<file path="src/hdl/fpu_pkg.sv">
// Shared types, constants and helper functions for the floating-point unit.
// No dependencies; imported by every module of the unit.
package fpu_pkg;

  localparam int SIG_W      = 24;              // internal significand, hidden bit at msb
  localparam int EXP_W      = 11;              // signed internal exponent
  localparam int RES_W      = 51;              // unrounded result significand
  localparam int ALIGN_W    = 50;              // addend alignment window
  localparam int GUARD_W    = ALIGN_W - SIG_W; // extra bits below the addend
  localparam int PROD_W     = 2 * SIG_W;
  localparam int QUO_W      = 28;              // quotient bits before the sticky bit
  localparam int DIV_BITS   = 2;               // quotient bits per divider stage
  localparam int DIV_STAGES = QUO_W / DIV_BITS;
  localparam int MAN_SP     = 23;
  localparam int MAN_HP     = 10;

  localparam logic FMT_HALF   = 1'b0;
  localparam logic FMT_SINGLE = 1'b1;

  localparam logic [0:0] REG_FORMAT   = 1'b0;
  localparam logic [0:0] REG_ROUNDING = 1'b1;

  localparam logic [31:0] QNAN_SP = 32'h7FC0_0000;
  localparam logic [31:0] QNAN_HP = 32'h0000_7E00;

  typedef enum logic [1:0] {
    OP_ADD = 2'd0,
    OP_SUB = 2'd1,
    OP_MUL = 2'd2,
    OP_DIV = 2'd3
  } op_t;

  typedef enum logic [1:0] {
    RM_RTZ = 2'd0,
    RM_RNE = 2'd1,
    RM_RUP = 2'd2,
    RM_RDN = 2'd3
  } rm_t;

  typedef logic signed [EXP_W-1:0] exp_t;

  // Operand after field extraction; e23 is the exponent of significand bit 23.
  typedef struct packed {
    logic             sign;
    logic             nan;
    logic             inf;
    logic             zero;
    logic [SIG_W-1:0] sig;
    exp_t             e23;
  } unpacked_t;

  // Control that travels with every item.
  typedef struct packed {
    logic        fmt;
    rm_t         rm;
    op_t         op;
    logic        special;
    logic [31:0] special_bits;
    logic        sign;
    exp_t        e_top;   // exponent of bit RES_W-1 of the result significand
  } ctl_t;

  typedef struct packed {
    logic [SIG_W-1:0] divisor;
    logic [SIG_W:0]   rem;
    logic [QUO_W-1:0] quo;
  } div_t;

  typedef struct packed {
    ctl_t             ctl;
    logic [RES_W-1:0] sig;
  } rnd_in_t;

  function automatic unpacked_t unpack_op(input logic fmt, input logic [31:0] bits);
    unpacked_t  u;
    logic [7:0] fld;
    logic [7:0] fld_eff;
    logic [7:0] fmax;
    logic [7:0] bias;
    logic [22:0] frac;
    if (fmt == FMT_SINGLE) begin
      fld    = bits[30:23];
      frac   = bits[22:0];
      u.sign = bits[31];
      fmax   = 8'd255;
      bias   = 8'd127;
    end else begin
      fld    = {3'b000, bits[14:10]};
      frac   = {bits[9:0], 13'd0};
      u.sign = bits[15];
      fmax   = 8'd31;
      bias   = 8'd15;
    end
    u.nan   = (fld == fmax) && (frac != 23'd0);
    u.inf   = (fld == fmax) && (frac == 23'd0);
    u.zero  = (fld == 8'd0) && (frac == 23'd0);
    u.sig   = {fld != 8'd0, frac};
    fld_eff = (fld == 8'd0) ? 8'd1 : fld;
    u.e23   = exp_t'({3'b000, fld_eff}) - exp_t'({3'b000, bias});
    return u;
  endfunction

  function automatic logic [4:0] lzc_sig(input logic [SIG_W-1:0] v);
    logic [4:0] n;
    n = 5'd0;
    for (int i = 0; i < SIG_W; i++) begin
      if (v[i]) n = 5'(SIG_W - 1 - i);
    end
    return n;
  endfunction

  function automatic logic [5:0] lzc_res(input logic [RES_W-1:0] v);
    logic [5:0] n;
    n = 6'd0;
    for (int i = 0; i < RES_W; i++) begin
      if (v[i]) n = 6'(RES_W - 1 - i);
    end
    return n;
  endfunction

  function automatic logic [31:0] qnan_bits(input logic fmt);
    return (fmt == FMT_SINGLE) ? QNAN_SP : QNAN_HP;
  endfunction

  function automatic logic [31:0] zero_bits(input logic fmt, input logic sign);
    return (fmt == FMT_SINGLE) ? {sign, 31'd0} : {16'd0, sign, 15'd0};
  endfunction

  function automatic logic [31:0] inf_bits(input logic fmt, input logic sign);
    return (fmt == FMT_SINGLE) ? {sign, 8'hFF, 23'd0} : {16'd0, sign, 5'h1F, 10'd0};
  endfunction

  function automatic logic [31:0] max_bits(input logic fmt, input logic sign);
    return (fmt == FMT_SINGLE) ? {sign, 8'hFE, 23'h7FFFFF} : {16'd0, sign, 5'h1E, 10'h3FF};
  endfunction

endpackage

</file>
<file path="src/hdl/fpu_round.sv">
// Normalise, round and pack back end: five register stages, last one drives the ports.
// Depends on fpu_pkg.
module fpu_round import fpu_pkg::*; (
  input  logic        clk,
  input  logic        rst,
  input  logic        in_valid,
  input  rnd_in_t     in_data,
  output logic        out_valid,
  output logic [31:0] out_bits
);

  localparam logic [11:0] SH_SP = 12'(RES_W - 1 - MAN_SP);
  localparam logic [11:0] SH_HP = 12'(RES_W - 1 - MAN_HP);
  localparam logic [5:0]  SH_MAX = 6'(RES_W + 1);

  logic             r1_valid, r2_valid, r3_valid, r4_valid;
  rnd_in_t          r1_data;
  logic [5:0]       r1_lz;
  ctl_t             r2_ctl, r3_ctl, r4_ctl;
  logic [RES_W-1:0] r2_sig, r3_sig;
  exp_t             r2_em;
  logic [5:0]       r3_sh;
  logic [9:0]       r3_base, r4_base;
  logic [SIG_W-1:0] r4_q;
  logic             r4_rb, r4_st;

  exp_t             emin;
  exp_t             base_w;
  logic [11:0]      extra;
  logic [11:0]      sh_w;
  logic [5:0]       sh_next;
  logic [9:0]       base_next;

  logic [SIG_W-1:0] q_next;
  logic             rb_next, st_next;

  logic             inc;
  logic [SIG_W:0]   qi;
  logic [10:0]      field;
  logic [10:0]      fmax;
  logic [31:0]      mag;
  logic [31:0]      bits_next;

  // stage 3: right shift that leaves the kept digits, subnormal range included
  always_comb begin
    emin   = (r2_ctl.fmt == FMT_SINGLE) ? -11'sd126 : -11'sd14;
    base_w = r2_em + ((r2_ctl.fmt == FMT_SINGLE) ? 11'sd126 : 11'sd14);
    if (r2_em < emin) begin
      extra     = {emin[EXP_W-1], emin} - {r2_em[EXP_W-1], r2_em};
      base_next = 10'd0;
    end else begin
      extra     = 12'd0;
      base_next = base_w[9:0];
    end
    sh_w    = ((r2_ctl.fmt == FMT_SINGLE) ? SH_SP : SH_HP) + extra;
    sh_next = (sh_w > 12'(SH_MAX)) ? SH_MAX : sh_w[5:0];
  end

  // stage 4: shift with round and sticky bits
  always_comb begin
    q_next  = '0;
    rb_next = 1'b0;
    st_next = 1'b0;
    if (r3_sh == SH_MAX) begin
      st_next = 1'b1;
    end else begin
      q_next  = SIG_W'(r3_sig >> r3_sh);
      rb_next = r3_sig[r3_sh - 6'd1];
      for (int i = 0; i < RES_W; i++) begin
        if (((i + 1) < int'(r3_sh)) && r3_sig[i]) st_next = 1'b1;
      end
    end
  end

  // stage 5: increment, pack and overflow
  always_comb begin
    case (r4_ctl.rm)
      RM_RTZ:  inc = 1'b0;
      RM_RNE:  inc = r4_rb && (r4_st || r4_q[0]);
      RM_RUP:  inc = !r4_ctl.sign && (r4_rb || r4_st);
      RM_RDN:  inc = r4_ctl.sign && (r4_rb || r4_st);
      default: inc = 1'b0;
    endcase
    qi = {1'b0, r4_q} + (SIG_W+1)'(inc);
    if (r4_ctl.fmt == FMT_SINGLE) begin
      field = 11'(r4_base) + 11'(qi >> MAN_SP);
      fmax  = 11'd255;
      mag   = (32'(r4_base) << MAN_SP) + 32'(qi);
    end else begin
      field = 11'(r4_base) + 11'(qi >> MAN_HP);
      fmax  = 11'd31;
      mag   = (32'(r4_base) << MAN_HP) + 32'(qi);
    end
    if (r4_ctl.special) begin
      bits_next = r4_ctl.special_bits;
    end else if (field >= fmax) begin
      case (r4_ctl.rm)
        RM_RTZ:  bits_next = max_bits(r4_ctl.fmt, r4_ctl.sign);
        RM_RNE:  bits_next = inf_bits(r4_ctl.fmt, r4_ctl.sign);
        RM_RUP:  bits_next = r4_ctl.sign ? max_bits(r4_ctl.fmt, 1'b1)
                                         : inf_bits(r4_ctl.fmt, 1'b0);
        RM_RDN:  bits_next = r4_ctl.sign ? inf_bits(r4_ctl.fmt, 1'b1)
                                         : max_bits(r4_ctl.fmt, 1'b0);
        default: bits_next = inf_bits(r4_ctl.fmt, r4_ctl.sign);
      endcase
    end else if (r4_ctl.fmt == FMT_SINGLE) begin
      bits_next = {r4_ctl.sign, mag[30:0]};
    end else begin
      bits_next = {16'd0, r4_ctl.sign, mag[14:0]};
    end
  end

  always_ff @(posedge clk) begin
    if (rst) begin
      r1_valid  <= 1'b0;
      r2_valid  <= 1'b0;
      r3_valid  <= 1'b0;
      r4_valid  <= 1'b0;
      out_valid <= 1'b0;
    end else begin
      r1_valid  <= in_valid;
      r2_valid  <= r1_valid;
      r3_valid  <= r2_valid;
      r4_valid  <= r3_valid;
      out_valid <= r4_valid;
    end
  end

  always_ff @(posedge clk) begin
    r1_data  <= in_data;
    r1_lz    <= lzc_res(in_data.sig);
    r2_ctl   <= r1_data.ctl;
    r2_sig   <= r1_data.sig << r1_lz;
    r2_em    <= r1_data.ctl.e_top - exp_t'(r1_lz);
    r3_ctl   <= r2_ctl;
    r3_sig   <= r2_sig;
    r3_sh    <= sh_next;
    r3_base  <= base_next;
    r4_ctl   <= r3_ctl;
    r4_base  <= r3_base;
    r4_q     <= q_next;
    r4_rb    <= rb_next;
    r4_st    <= st_next;
    out_bits <= bits_next;
  end

endmodule

</file>
<file path="config.mk">
export PLATFORM = sky130hd
export DESIGN_NAME = fpu_round
export DESIGN_NICKNAME = d
export VERILOG_FILES = /design/src/hdl/fpu_pkg.sv /design/src/hdl/fpu_round.sv
export SDC_FILE = /design/constraint.sdc
export NUM_CORES = 1
export LEC_CHECK = 0
export BUFFER_PORTS_ARGS = -buffer_cell sky130_fd_sc_hd__buf_4
export CAP_MARGIN = 20
export CORE_MARGIN = 5
export CORE_UTILIZATION = 55
export DETAILED_ROUTE_END_ITERATION = 8
export PLACE_DENSITY = 0.72
export SLEW_MARGIN = 0
export SYNTH_ARGS = -nofsm -noshare
export SYNTH_HDL_FRONTEND = slang
export SYNTH_SLANG_ARGS = --single-unit
</file>
<file path="constraint.sdc">
create_clock -name clk -period 9.55 [get_ports clk]
set_clock_uncertainty 0.15 [all_clocks]
set_input_delay 1.91 -clock clk [delete_from_list [all_inputs] [get_ports clk]]
set_output_delay 1.91 -clock clk [all_outputs]
set_load 0.01 [all_outputs]
</file>
==> results of run 1 <==
## worst reg2reg max path, delay by kind of cell (launching register included)
kind | cells | cell delay (ns)
AND/OR/NAND/NOR | 10 | 2.87
AO/OA/AOI/OAI | 4 | 0.96
adder cells (fa/ha/maj) | 4 | 0.89
flip-flops | 1 | 0.51
buffers and inverters | 1 | 0.32
XOR/XNOR | 2 | 0.25
multiplexers | 1 | 0.22
## per-layer routing
layer	part of all wire, %	GRT usage [%]	up-vias
met4	3.0	7.89	0
met1	42	31.8	6999
met3	5.8	3.24	90
met5	0	0	-
met2	50	42.3	538
li1	-	-	7250
## kinds of logic after synthesis
logic type | Yosys count | synth area share [%]
adder cells (fa/ha/maj) | 57 | 3.97
AO/OA/AOI/OAI | 415 | 14.4
multiplexers | 202 | 15.4
XOR/XNOR | 60 | 2.86
AND/OR/NAND/NOR | 644 | 15.2
flip-flops | 418 | 44.3
buffers and inverters | 180 | 3.85
## how the worst max path moves through the flow
| stage | start | endpoint | slack [ns] | cells after the start |
|---|---|---|---|---|
| 2_1_floorplan | r4_ctl[48] | out_bits[11] | 4.22 | 24 |
| 3_3_place_gp | r4_ctl[48] | out_bits[0] | 3.41 | 22 |
| 3_5_place_dp | r4_ctl[48] | out_bits[6] | 3.31 | 22 |
| 4_1_cts | r4_ctl[48] | out_bits[6] | 3.26 | 23 |
| 5_1_grt | r4_ctl[48] | out_bits[1] | 2.75 | 23 |
| 6_report | r4_ctl[48] | out_bits[6] | 3.28 | 22 |
## cells in the mapped netlist, types with 10 or more instances
master,number,area (um2)
sky130_fd_sc_hd__a211oi_1,27,203
sky130_fd_sc_hd__a21o_1,10,75.1
sky130_fd_sc_hd__a21oi_1,86,430
sky130_fd_sc_hd__a221oi_1,15,131
sky130_fd_sc_hd__a31oi_1,19,119
sky130_fd_sc_hd__and2_1,20,125
sky130_fd_sc_hd__and3_1,18,113
sky130_fd_sc_hd__buf_1,12,45.0
sky130_fd_sc_hd__buf_2,13,65.1
sky130_fd_sc_hd__clkbuf_1,84,315
sky130_fd_sc_hd__dfxtp_1,418,8370
sky130_fd_sc_hd__ha_1,52,651
sky130_fd_sc_hd__inv_1,60,225
sky130_fd_sc_hd__mux2_2,22,248
sky130_fd_sc_hd__mux2i_1,111,1110
sky130_fd_sc_hd__mux4_2,69,1550
sky130_fd_sc_hd__nand2_1,270,1010
sky130_fd_sc_hd__nand3_1,35,175
sky130_fd_sc_hd__nand4_1,11,68.8
sky130_fd_sc_hd__nor2_1,180,676
sky130_fd_sc_hd__nor2b_1,24,150
sky130_fd_sc_hd__nor3_1,28,140
sky130_fd_sc_hd__nor4_1,15,93.8
sky130_fd_sc_hd__o211ai_1,10,75.1
sky130_fd_sc_hd__o21a_1,11,82.6
sky130_fd_sc_hd__o21ai_0,104,521
sky130_fd_sc_hd__o22ai_1,32,200
sky130_fd_sc_hd__o311ai_0,12,105
sky130_fd_sc_hd__o31ai_1,12,90.1
sky130_fd_sc_hd__xnor2_1,38,333
sky130_fd_sc_hd__xor2_1,21,184
## through the flow
step / hold WS (ns) / worst slack (ns) / util (%) / instance area (um2)
floorplan: 0.160 / 4.22 / - / 18900
global placement: 0.161 / 3.41 / 59.7 / 20100
detailed placement: 0.162 / 3.31 / 59.7 / 20100
CTS: 0.160 / 3.26 / 64.0 / 21600
global route: 0.173 / 2.75 / 64.1 / 21600
finish: 0.166 / 3.28 / 64.1 / 21600
## area by class of cell
cell class / instances / area (um2)
sequential: 418 / 8380
multi-input combinational: 1378 / 9800
clock inverter: 22 / 284
timing repair buffer: 153 / 1170
tap: 448 / 561
inverter: 64 / 240
fill: 2809 / 12100
clock buffer: 53 / 1160
## sequential cells by signal, summed over array words and instances, names as in the netlist, 10 cells and up
name      count
r2_em        11
r3_sig       51
r3_base      10
r1_data      99
r3_ctl       37
out_bits     32
r4_q         24
r2_ctl       37
r2_sig       51
r4_ctl       37
r4_base      10
## power groups by stage
stage | registers, mW | clock network, mW | logic (mW)
2_1_floorplan | 2.11 | 0 | 1.18
3_3_place_gp | 2.16 | 0 | 1.59
3_5_place_dp | 2.17 | 0 | 1.61
4_1_cts | 2.13 | 1.70 | 1.62
5_1_grt | 2.16 | 1.78 | 1.78
6_report | 2.13 | 1.67 | 1.64
==> run summary, run 1 <==
The final total power came out at between 5 and 6 mW. At the pin with the least slew margin, the transition time is 0.981 ns. The die width came out at 195 um. The worst IR drop on VDD is about 180 uV.

The worst slew margin relative to its limit came out at 34.6%. The per-instance average area after synthesis came out at 9.56 um2. The detailed-route wire length per cell is 18.8 um.

The synthesized netlist net count is 2137. The final layout net count came out at 2217. In the synthesized netlist the dominant register cell turns out to be sky130_fd_sc_hd__dfxtp_1. The clock net in this run drives a total of 418 sinks. The commonest non-fill, non-tap cell in the layout is sky130_fd_sc_hd__dfxtp_1. The class of the most critical setup path is flop to flop.

After synthesis, flip-flops and latches occupy 44.3% of the total area. The clock tree root buffer cell is sky130_fd_sc_hd__clkbuf_16. The post-detailed-route count of antenna-violating nets came out at 0.

The kind of cell with the highest combined delay along the critical path is simple AND/OR/NAND/NOR gates. The number of synthesized register bits came out at 418. The analysis attributes to net switching a power of between 1.5 and 2 mW. The max-slew violation total from the final report was 0. The run finished with clean final reports. The number of distinct standard cells referenced by the synthesized netlist is 80. The effective utilization at floorplan came out at 56.1%.

Of the total power, combinational logic draws 30.1%. The half-perimeter wire length after placement is 35300 um. The number of cells on the worst hold path is 0.

The via count of the first global-routing pass is 14400. The library cells used most frequently in the layout, excluding fill and tap cells, are 413 x sky130_fd_sc_hd__dfxtp_1, 270 x sky130_fd_sc_hd__nand2_1, 180 x sky130_fd_sc_hd__nor2_1. The number of DRC markers in iteration 0 is around 1400. Wires add up to roughly 48000 um. The launching element type of the critical path is a flop. The launching point of the worst reg2reg path is r4_ctl[48]. The synthesis-to-finish area growth is 14.3%. The count of cells along the worst register-to-register path came out at 22. STA classifies the critical path endpoint as a flop. In this run, post-CTS repair resized a total of 0 instances. The antenna cell count is 0. The largest stage delay on the critical path came out at approximately 0.78 ns. The ratio of routed vias to standard cells is just under 6.

Synthesis produced 1976 cells. The share of power burned in the clock network came out at a little under a third. The number of CTS-inserted buffers came out at 41. The first global-routing pass estimated 76400 um of wire. The smallest clock period supported by the final layout is computed as around 6.3 ns. The count of synthesis-stage warnings from yosys is 0. The total instance count after detailed placement came out at ~2500.

The worst path uses approximately two thirds of the clock period. The clock-pin transition on the worst setup and hold timing paths came out at ~0.07 ns. The overall die area came out at ~38000 um2. The maximum root-to-sink buffer count came out at 3. The sum of buffers and inverters on the critical path is 1. The leftover overflow at the end of global routing came out at 0. The post-synth design cell area is 18900 um2.

The via count came out at 14900. The number of hold-slack violations in the final timing report is 0. The startpoint identified for the worst hold timing path is r2_sig[32]. The final setup violation count came out at 0. For this run, design rule violations remaining after detail routing come to 0. For the worst setup path, the data arrival time is 6.57 ns. The pin count of the biggest net entering global routing is 68. The leakage power summed over all cells is 9.05 nW. The core area came out at ~34000 um2. Counting flops with an async set or reset pin after synthesis yields a share of 0%.

In this run the tool buffered the top-level ports with 134 buffer cells. The sequential share of power is 39.2%. The share of final-layout standard cells stronger than drive strength 1 is 16.2%. Row generation in the floorplan step produced 67 rows.

The clock tree from TritonCTS is done. The number of antenna violations at the first check in global routing was 0. The count of buffers added by post-CTS timing repair for setup is 0. The maximum fanout encountered on the critical timing path is 31. The switching part of the total power is 33.1%.

The worst hold path belongs to the class flop to flop. The clock tree synthesis step divided the H-tree into 2 levels. The power density over cell area is 252 nW/um2. By instance count, the cell type seen most on the critical path is sky130_fd_sc_hd__ha_1.

The number of search-and-repair iterations in the first detailed-routing pass is 6. Setup repair after global routing left no endpoint under its margin. The internal portion of the total power is 3.64 mW. In this run, post-CTS hold repair placed 0 buffers. For this run, the total global-route usage over all layers was measured as between 20% and 30%. At the end of routability-driven placement, the weighted congestion stood at 0.949. The number of standard cells in the layout, taps in and fillers out is 2536. For this run, the top clock speed supported by timing is 159 MHz.

Walking the worst path, the cells encountered are nor2b_1 -> xnor2_1 -> nor2_1 -> ha_1 -> ha_1 -> nand3_1 -> nor4_2 -> and2_1 -> and3_1 -> mux2_2 -> ha_1 -> a21o_1 -> a221oi_1 -> o21bai_1 -> xor2_1 -> ha_1 -> nand4_1 -> or4_1 -> nand4_1 -> buf_4 -> nand3b_1 -> o311ai_0. The endpoint of the lowest-slack register-to-register path is out_bits[6]. The cell with the biggest individual delay on the critical path is sky130_fd_sc_hd__nor4_2.

The tool flagged a number of max-cap violations equal to 0. For hold timing, the worst endpoint is r3_sig[32]. The setup TNS came out at 0 ns. The worst register-to-register path has a setup slack of roughly 3.3 ns. The count of pins on the block boundary is 137. The required time at the worst-slack endpoint came out at 9.85 ns. The die boundary height is around 200 um. The count of flip-flops with a built-in enable after synthesis is 0.

The later pin in the worst-skew pair is clocked with a latency of about 0.57 ns.
(Power assumes the default switching activity.)
==> inputs of run 2 (changes only) <==
==> constraint.sdc (replaced) <==
create_clock -name clk -period 6.3 [get_ports clk]
set_clock_uncertainty 0.15 [all_clocks]
set_input_delay 1.26 -clock clk [delete_from_list [all_inputs] [get_ports clk]]
set_output_delay 1.26 -clock clk [all_outputs]
set_load 0.01 [all_outputs]
==> run 2 against run 1 <==
  * Worst hold slack got worse by 0.0012 ns
  * Critical path depth up 5
  * Non-clock buffer count increased by 4
  * First-iteration DRC count down 10%
  * Register-to-register slack worse by 2.8 ns
  * Sequential power increased by 52%
  * Design area is 0.56% lower
  * Via count up 0.47%
  * Sequential cell count is the same
  * Critical path type unchanged
  * Highest routed layer is now met5
==> run summary, run 2 (synthesis results as in run 1) <==
The worst hold path terminates at r4_base[8]. Counting cells, the worst reg-to-reg path comes to 27. After layout, the minimum clock period comes to 5.77 ns. The signal arrival time at the worst endpoint came out at 6.05 ns. The repair_antennas step left the layout with diodes totalling 0. Leaving out fill and tap cells, the most frequent cells in the layout are 414 x sky130_fd_sc_hd__dfxtp_1, 270 x sky130_fd_sc_hd__nand2_1, 180 x sky130_fd_sc_hd__nor2_1.

The detail route stage leaves a number of antenna-violating nets equal to 0. The detailed-route wire length is 47700 um. Dividing the final minimum period by the clock period gives just over 90%. The pin count of the biggest net entering global routing is 63.

The number of CTS-inserted buffers is 40. The floorplan step defined a die boundary enclosing 38200 um2. The multi-input logic area came out at around 9800 um2.

The half-perimeter wire length after placement came out at 35300 um. The die boundary height is 195 um. The worst-case IR drop observed on VDD is slightly below 300 uV. The number of fill cells in the layout is 2838. For this design the ratio of total power to cell area is 376 nW/um2. The max-slew violation total from the final report is 0. For this run, the detailed router's first-pass iteration total came to 6. The final layout net count is 2220. The worst setup path is launched from a flop. After clock tree synthesis, the clock-pin slew on the worst setup and hold paths is 0.07 ns. For flop-to-flop paths, the worst setup slack is roughly 0.53 ns. The detailed-route wire length per cell came out at 18.8 um. The slowest stage of the critical path belongs to the cell sky130_fd_sc_hd__dfxtp_1. The maximum root-to-sink buffer count is 3. The wire length of the first global-routing pass came out at between 70000 and 80000 um. The leakage power summed over all cells is approximately 9 nW. The number of levels the H-tree was split into is 2. The global-route track usage on met3 is 3.89%.

The register with the most flip-flops in the layout has 99 of them. The final setup violation count is 0. The number of hold-slack violations in the final timing report came out at 0. Using the TritonRoute via totals, the vias-per-cell ratio works out to 5.89. In this run the critical register-to-register path is launched from r4_ctl[48]. Measured against its own limit, the worst slew margin works out to 38.4%. The via count of the first global-routing pass came out at 14800. The max-cap check violation count is 0.

The setup path with the least slack is of type flop to flop. The run finished with clean final reports. The number of antenna violations at the first check in global routing came out at 1. The endpoint identified for the worst register-to-register timing path is out_bits[13]. The synthesis-to-finish area growth came out at 13.6%. The tree is rooted in a sky130_fd_sc_hd__clkbuf_16. The commonest non-fill, non-tap cell in the layout is sky130_fd_sc_hd__dfxtp_1.

The largest stage delay on the critical path came out at 0.52 ns. After global routing, the most crowded layer is met2. The worst hold path startpoint is r3_base[8]. The required time at the worst-slack endpoint came out at 6.58 ns. Across every metal layer, demand over resource in global routing totals 24.4%.

The via count came out at 14900. The global placement routability congestion is between 0.9 and 1. The path category of the worst min-delay check is flop to flop.

Setup repair after global routing left no endpoint under its margin. The number of cells on the worst hold path came out at 0. The number of clock sinks came out at 418.

The largest registers in the layout are r1_data (99), r2_sig (51), r3_sig (51). Registers take approximately 8400 um2. The clock reaches the later pin of the worst-skew pair after 0.54 ns. The critical path starts at r4_ctl[48]. Derived from the worst setup path, the maximum achievable clock frequency is 173 MHz.

After detailed routing, the number of remaining DRC violations is 0. 137 I/O pins were placed. The die width came out at 195 um. The global routing met2 resource utilization is 42.0%.

The met1 track demand over resource is 30.6%. The core area came out at 33700 um2. The number of core rows came out at 67.

The tightest hold margin came out at 0.165 ns. The worst setup path is captured at a flop. Along the worst path, the maximum fanout reaches 20. At the pin with the least slew margin, the transition time is ~0.92 ns. Ranked by flip-flop count, first place goes to r1_data. TritonCTS built the clock tree. The leftover overflow at the end of global routing is 0.

The total of buffers placed on input and output ports is approximately 130. For this block, the initial DRC count from the detailed router was 1241. The share of final-layout standard cells stronger than drive strength 1 is 16.0%. After routing, the total negative slack on setup checks comes to 0 ns.

For this configuration, the core starts out at a cell density of 56.1%.
## run 2: changes by cell type in the layout (fill, tap and decap cells not counted), moves of 2 or more
cell / previous run / this run
sky130_fd_sc_hd__clkbuf_1: 3 / 8
sky130_fd_sc_hd__clkinv_2: 10 / 7
sky130_fd_sc_hd__bufinv_16: 4 / 2
sky130_fd_sc_hd__clkbuf_8: 9 / 4
sky130_fd_sc_hd__clkinvlp_4: 1 / 3
sky130_fd_sc_hd__buf_4: 152 / 157
sky130_fd_sc_hd__inv_6: 2 / 4
sky130_fd_sc_hd__clkinv_4: 0 / 2
## run 2: report_power, final
group / total [mW] / internal, mW / switching, mW
clock: 2.36 / 1.33 / 1.03
sequential: 3.24 / 2.97 / 0.271
combinational: 2.48 / 1.07 / 1.41
total: 8.08 / 5.36 / 2.71
## run 2: area by class of cell
| cell class | count | area share (%) |
|---|---|---|
| Clock buffer | 52 | 5.06 |
| Clock inverter | 22 | 1.07 |
| Inverter | 64 | 1.12 |
| Multi-Input combinational cell | 1378 | 45.6 |
| Sequential cell | 418 | 39.0 |
| Tap cell | 448 | 2.61 |
| Timing Repair Buffer | 157 | 5.49 |
## run 2: worst max path at each step
stage / endpoint / cells after the start
3_3_place_gp: out_bits[1] / 25
5_1_grt: out_bits[11] / 27
4_1_cts: out_bits[20] / 25
6_report: out_bits[13] / 27
2_1_floorplan: out_bits[11] / 24
3_5_place_dp: out_bits[13] / 26
## run 2: worst max-delay path: cells and delay by family, from the launching register on
kind                     cells  cell delay [ns]
adder cells (fa/ha/maj)      4             1.12
flip-flops                   1             0.52
AND/OR/NAND/NOR             13             2.43
XOR/XNOR                     3             0.43
AO/OA/AOI/OAI                4             0.53
buffers and inverters        3             0.48
## run 2: timing repair
action | in CTS | in global routing
setup endpoints to repair | 0 | 24
gates resized for setup | 0 | 0
endpoints found under the hold margin | 0 | 0
buffers inserted | 0 | 3
hold buffers | 0 | 0
## run 2: per-stage QoR
step	cells	area (um2)	utilization [%]	total power, mW	worst slack (ns)
after global routing	2539	21500	63.7	8.51	0.0850
final	2539	21500	63.7	8.08	0.529
after global placement	2462	20100	59.7	5.69	0.623
after floorplan	1976	18900	-	4.98	0.973
after CTS	2536	21400	63.6	8.09	0.274
after detailed placement	2462	20100	59.7	5.73	0.373
## run 2: routing by layer
layer / wire length (um) / part of all wire (%)
met4: 2100 / 4.4
met1: 19400 / 41
met2: 23200 / 49
met3: 2900 / 6.1
met5: 20 / 0.042
